**src/hmpb_pkg.sv**
```systemverilog
`default_nettype none
package hmpb_pkg;

    localparam int MAX_BASE_WIDTH = 2048;
    localparam int MAX_LEVELS     = 12;

    localparam int SIZE_W      = $clog2(MAX_BASE_WIDTH + 1);
    localparam int CNT_W       = $clog2(MAX_BASE_WIDTH);
    localparam int NUM_LVL     = MAX_LEVELS - 1;
    localparam int LVL_W       = $clog2(MAX_LEVELS);
    localparam int STORE_DEPTH = MAX_BASE_WIDTH - 1;
    localparam int ADDR_W      = $clog2(STORE_DEPTH);

    localparam int DEPTH_W = 32;
    localparam int LIDX_W  = 4;
    localparam int POS_W   = 10;
    localparam int CIDX_W  = 2;

    localparam int QUEUE_DEPTH = 4;
    localparam int QPTR_W      = $clog2(QUEUE_DEPTH);

    localparam logic [CIDX_W-1:0] REG_BASE_WIDTH  = CIDX_W'(0);
    localparam logic [CIDX_W-1:0] REG_BASE_HEIGHT = CIDX_W'(1);

    typedef struct packed {
        logic [DEPTH_W-1:0] depth;
        logic               trivial;   // level zero is 1x1: nothing to build
    } t_item;

    typedef struct packed {
        logic [SIZE_W-1:0] width;
        logic [SIZE_W-1:0] height;
        logic              restart;
    } t_geom;

    // IEEE single c < a; NaN or +0/-0 pairs compare false
    function automatic logic flt_less(input logic [31:0] c, input logic [31:0] a);
        logic nan_c;
        logic nan_a;
        logic zeros;
        logic res;
        nan_c = (&c[30:23]) && (|c[22:0]);
        nan_a = (&a[30:23]) && (|a[22:0]);
        zeros = (c[30:0] == 31'd0) && (a[30:0] == 31'd0);
        if (nan_c || nan_a || zeros) begin
            res = 1'b0;
        end else if (c[31] != a[31]) begin
            res = c[31];
        end else if (!c[31]) begin
            res = c[30:0] < a[30:0];
        end else begin
            res = c[30:0] > a[30:0];
        end
        return res;
    endfunction

    function automatic logic [31:0] fold_min(input logic [31:0] kept, input logic [31:0] cand);
        return flt_less(cand, kept) ? cand : kept;
    endfunction

    function automatic logic [SIZE_W-1:0] clamp_size(input logic [SIZE_W-1:0] v);
        logic [SIZE_W-1:0] r;
        r = v;
        if (v == '0) r = SIZE_W'(1);
        if (v > SIZE_W'(MAX_BASE_WIDTH)) r = SIZE_W'(MAX_BASE_WIDTH);
        return r;
    endfunction

    function automatic logic [SIZE_W-1:0] half_up(input logic [SIZE_W-1:0] v);
        return (v >> 1) + SIZE_W'(v[0]);
    endfunction

endpackage
`default_nettype wire

```
**src/hmpb_front.sv**
```systemverilog
`default_nettype none
module hmpb_front (
    input  wire logic                           i_clk,
    input  wire logic                           i_rst_n,
    input  wire logic                           i_cfg_valid,
    output logic                                o_cfg_ready,
    input  wire logic [hmpb_pkg::CIDX_W-1:0]    i_cfg_index,
    input  wire logic [hmpb_pkg::SIZE_W-1:0]    i_cfg_data,
    input  wire logic                           i_in_valid,
    output logic                                o_in_stall,
    input  wire logic [hmpb_pkg::DEPTH_W-1:0]   i_depth_bits,
    output hmpb_pkg::t_geom                     o_geom,
    output logic                                o_q_valid,
    output hmpb_pkg::t_item                     o_q_item,
    input  wire logic                           i_q_pop
);
    import hmpb_pkg::*;

    logic [SIZE_W-1:0] r_width, r_height;
    logic              r_restart;
    t_item             r_q [QUEUE_DEPTH];
    logic [QPTR_W-1:0] r_head, r_tail;
    logic [QPTR_W:0]   r_count;
    logic              push, pop, cfg_we;

    assign o_cfg_ready = 1'b1;
    assign cfg_we      = i_cfg_valid;
    assign o_in_stall  = (r_count == (QPTR_W+1)'(QUEUE_DEPTH));
    assign push        = i_in_valid && !o_in_stall;
    assign o_q_valid   = (r_count != '0);
    assign pop         = i_q_pop && o_q_valid;
    assign o_q_item    = r_q[r_head];

    assign o_geom.width   = r_width;
    assign o_geom.height  = r_height;
    assign o_geom.restart = r_restart;

    always_ff @(posedge i_clk) begin
        if (!i_rst_n) begin
            r_width   <= SIZE_W'(MAX_BASE_WIDTH);
            r_height  <= SIZE_W'(MAX_BASE_WIDTH);
            r_restart <= 1'b0;
            r_head    <= '0;
            r_tail    <= '0;
            r_count   <= '0;
        end else begin
            r_restart <= 1'b0;
            if (cfg_we && i_cfg_index == REG_BASE_WIDTH) begin
                r_width   <= clamp_size(i_cfg_data);
                r_restart <= 1'b1;
            end else if (cfg_we && i_cfg_index == REG_BASE_HEIGHT) begin
                r_height  <= clamp_size(i_cfg_data);
                r_restart <= 1'b1;
            end
            if (push) r_tail <= r_tail + QPTR_W'(1);
            if (pop)  r_head <= r_head + QPTR_W'(1);
            if (push && !pop)      r_count <= r_count + (QPTR_W+1)'(1);
            else if (!push && pop) r_count <= r_count - (QPTR_W+1)'(1);
        end
    end

    always_ff @(posedge i_clk) begin
        if (push) begin
            r_q[r_tail].depth   <= i_depth_bits;
            r_q[r_tail].trivial <= (r_width == SIZE_W'(1)) && (r_height == SIZE_W'(1));
        end
    end
endmodule
`default_nettype wire

```
**config.mk**
```make
export PLATFORM = sky130hd
export DESIGN_NAME = hmpb_front
export DESIGN_NICKNAME = d
export VERILOG_FILES = /design/src/hmpb_pkg.sv /design/src/hmpb_front.sv
export SDC_FILE = /design/constraint.sdc
export NUM_CORES = 1
export LEC_CHECK = 0
export BUFFER_PORTS_ARGS = -buffer_cell sky130_fd_sc_hd__clkbuf_2
export CORE_MARGIN = 2
export CORE_UTILIZATION = 30
export CTS_CLUSTER_SIZE = 20
export DETAILED_ROUTE_END_ITERATION = 8
export GPL_ROUTABILITY_DRIVEN = 0
export GPL_TIMING_DRIVEN = 0
export PLACE_DENSITY_LB_ADDON = 0.25
export SYNTH_ARGS = -nofsm -noshare
export SYNTH_HDL_FRONTEND = slang
export SYNTH_SLANG_ARGS = --single-unit
export TNS_END_PERCENT = 20
```
**constraint.sdc**
```tcl
create_clock -name i_clk -period 4.8 [get_ports i_clk]
set_input_delay 0.96 -clock i_clk [delete_from_list [all_inputs] [get_ports i_clk]]
set_output_delay 0.96 -clock i_clk [all_outputs]
set_load 0.05 [all_outputs]
```
==> summary.txt <==
status: finished clean
Seq cells post-synth: 166
Async SR Flop Fraction: 0
measured slew at the worst slew-check pin: 968.5 ps
Clock Skew: 6.890 ps
Post-Synth Adder-Cell Area: 0.01307
Final HPWL DP: 8468 um
Synth area leaders: edfxtp_1 (63%), mux4_2 (12%), dfxtp_1 (11%), nand2_1 (2.7%), a21oi_1 (1.7%)
commonest cells in the netlist: edfxtp_1 (132), nand2_1 (45), dfxtp_1 (34)
Hold Path Class: register to register
final net count: 545
die width: 149.1 um
clk_lat worst skew: 420 ps
Detailed Route Iter0 Violations: 168
FF/Latch Area: 4644 um^2
mux share of post-synthesis cell area: 0.1192
critical-path maximum fanout: 10
initial core utilization: 0.3034
Hold Path End: r_width[2]
multi-input logic area: 1514 um^2
FMAX: 334.1 MHz
vias: 3557
unrepaired setup endpoints after global routing: no
Area Growth Syn to Fin: 23.09%
largest family of logic cells by synthesized area: multiplexers
final period utilization: 0.6236
end of the worst register-to-register path: r_count[2]
slew margin rel.: 0.3543
Worst VDD drop: 0.0002506 V
Seq/Total Area, Yosys: 0.7352
PortBufs: 110
setup violators final: 0
initial antenna violation count: 0
Post-Syn Instances: 359
Worst Setup Start Kind: register
Worst setup EP type: output port
most common cell in the netlist: edfxtp_1
DR pass1 iterations: 4
Setup TNS: 0 ps
fin crit period: 2993 ps
Max Cap Viol: 0
Sink Count: 166
Synthesized Nets: 416
Slew Viols, Final: 0
CTS Hold Bufs: 0
post-route ant nets: 0
Post-Synth XOR/XNOR Area: 0.005546
Mapped Area: 6317 um^2
Clock Path Buffers: 2
cell taking the most area after synthesis: edfxtp_1
GRT Total Usage: 0.1241
PD cells: 553.2 nW/um^2
DRC: 0
Finished Core Util: 0.3735
Setup CP Type: register to output port
setup slack, reg-to-reg: 2460 ps
pin count of the biggest net entering global routing: 34
number of global-route vias before repair: 3779
WL final: 13040 um
Placed Cells: 744
CTS tree: done
Hold Crit Depth: 2
Synth Area in Compound Gates: 0.02793
CP arrival: 2030 ps
post-DR vias/cell: 4.584
Fin Hold WS: 485.3 ps
Num CTS Buffers: 17
GR Overflow Total: 0
DR WL/cell: 16.80 um
Synth top area share: 0.6275
EDFF count, synth: 132
Setup Fix Bufs, Post-CTS: 0
H-Tree Depth: 4
number of top-level pins: 112
RR Startpoint: r_count[0]
Row Count: 53
synth warn: 0
Final Hold Vio Count: 0
number of distinct library cells after synthesis: 36
# diodes: 0
Filler cells: 2006
chip height: 149.1 um
static leakage: 2.765 nW
Syn Area/Cell: 17.60 um^2
root buf cell: clkbuf_16
Synth Area in Simple Gates: 0.07328
Reg2Reg Depth: 10
PostCTS Resize Cnt: 0
Die ar.: 22230 um^2
final non-filler cell total: 776
Worst Min Path Start: r_width[2]
Most used DFF post-synth: edfxtp_1
CTS clk-pin slew, worst paths: 70 ps
Overall Power: 4.302 mW
Worst Path Required: 3840 ps
first-pass GRT wire length: 20290 um
share of cells above drive strength 1: 0.3992
area of the core: 20820 um^2
-- state kept, by name, summed over array words and instances (netlist names), named ones only --
register / count
r_count: 3
r_head: 2
r_height: 12
r_q: 132
r_restart: 1
r_tail: 2
r_width: 12
-- critical path, stage by stage (launching register included) --
cell and delay [ps]:
dfxtp_1 300, clkbuf_1 310, buf_2 370, mux4_2 370
clkbuf_2 250
-- worst max path at each step --
stage | start | end | slack, ps | cells past startpoint
2_1_floorplan | i_in_valid | r_count[2] | 2340 | 8
3_3_place_gp | i_in_valid | r_count[2] | 2100 | 9
3_5_place_dp | i_in_valid | r_count[2] | 2040 | 9
4_1_cts | register | o_q_item[5] | 1730 | 4
5_1_grt | register | o_q_item[14] | 1650 | 4
6_report | register | o_q_item[14] | 1810 | 4
-- cells by family (layout without fill, tap and decap cells) --
| kind of cell | after synthesis | in the layout |
|---|---|---|
| xor+xnor | 4 | 4 |
| fa+ha+maj | 6 | 6 |
| simple gates | 92 | 92 |
| other cells | 1 | 1 |
| compound gates | 31 | 31 |
| buf+inv | 25 | 167 |
| mux | 34 | 34 |
| flops | 166 | 166 |
-- power by group --
group	switching, mW	internal (mW)
combinational	0.867	0.399
clock	0.575	0.727
sequential	0.0437	1.69
total	1.49	2.82
-- through the flow --
| step | setup WS [ps] | area, um^2 |
|---|---|---|
| final | 1807 | 7776 |
| after global routing | 1647 | 7776 |
| after CTS | 1727 | 7776 |
| after detailed placement | 2042 | 7212 |
| after global placement | 2104 | 7212 |
| after floorplan | 2342 | 6317 |
-- cells in the final DEF (no fill, tap or decap), types with 2 or more instances in the layout --
master | Yosys | routed
clkbuf_2 | 0 | 110
or3b_1 | 2 | 2
a21oi_2 | 2 | 2
buf_4 | 3 | 3
mux4_2 | 33 | 33
clkinv_2 | 0 | 2
inv_6 | 0 | 9
a21oi_1 | 21 | 21
or3_2 | 2 | 2
buf_2 | 9 | 9
edfxtp_1 | 132 | 132
nor2b_1 | 11 | 11
xor2_1 | 4 | 4
o21ai_1 | 2 | 2
nand3_1 | 6 | 6
clkbuf_1 | 3 | 3
dfxtp_1 | 34 | 34
ha_1 | 5 | 5
clkbuf_16 | 0 | 17
o21ai_0 | 2 | 2
buf_6 | 4 | 4
nand2_1 | 45 | 45
nor2_1 | 7 | 7
and3_2 | 4 | 4
inv_1 | 5 | 5
and3b_1 | 2 | 2
nor4_1 | 6 | 6
nor3b_1 | 2 | 2
nor4b_1 | 2 | 2
-- per-layer routing --
metal,GRT usage,up-vias,wire [um]
li1,-,1647,-
met1,0.1492,1783,5508
met2,0.2134,111,6585
met3,0.03731,16,751
met4,0.04143,0,189
met5,0,-,0
-- area by class of cell --
cell class                      count  area share
Clock inverter                     15     0.01786
Inverter                            6    0.004505
Tap cell                          275     0.04425
Sequential cell                   166      0.5973
Timing Repair Buffer              110     0.07080
Buffer                             19     0.01593
Clock buffer                       17     0.05471
Multi-Input combinational cell    168      0.1947
(Power assumes the default switching activity.)
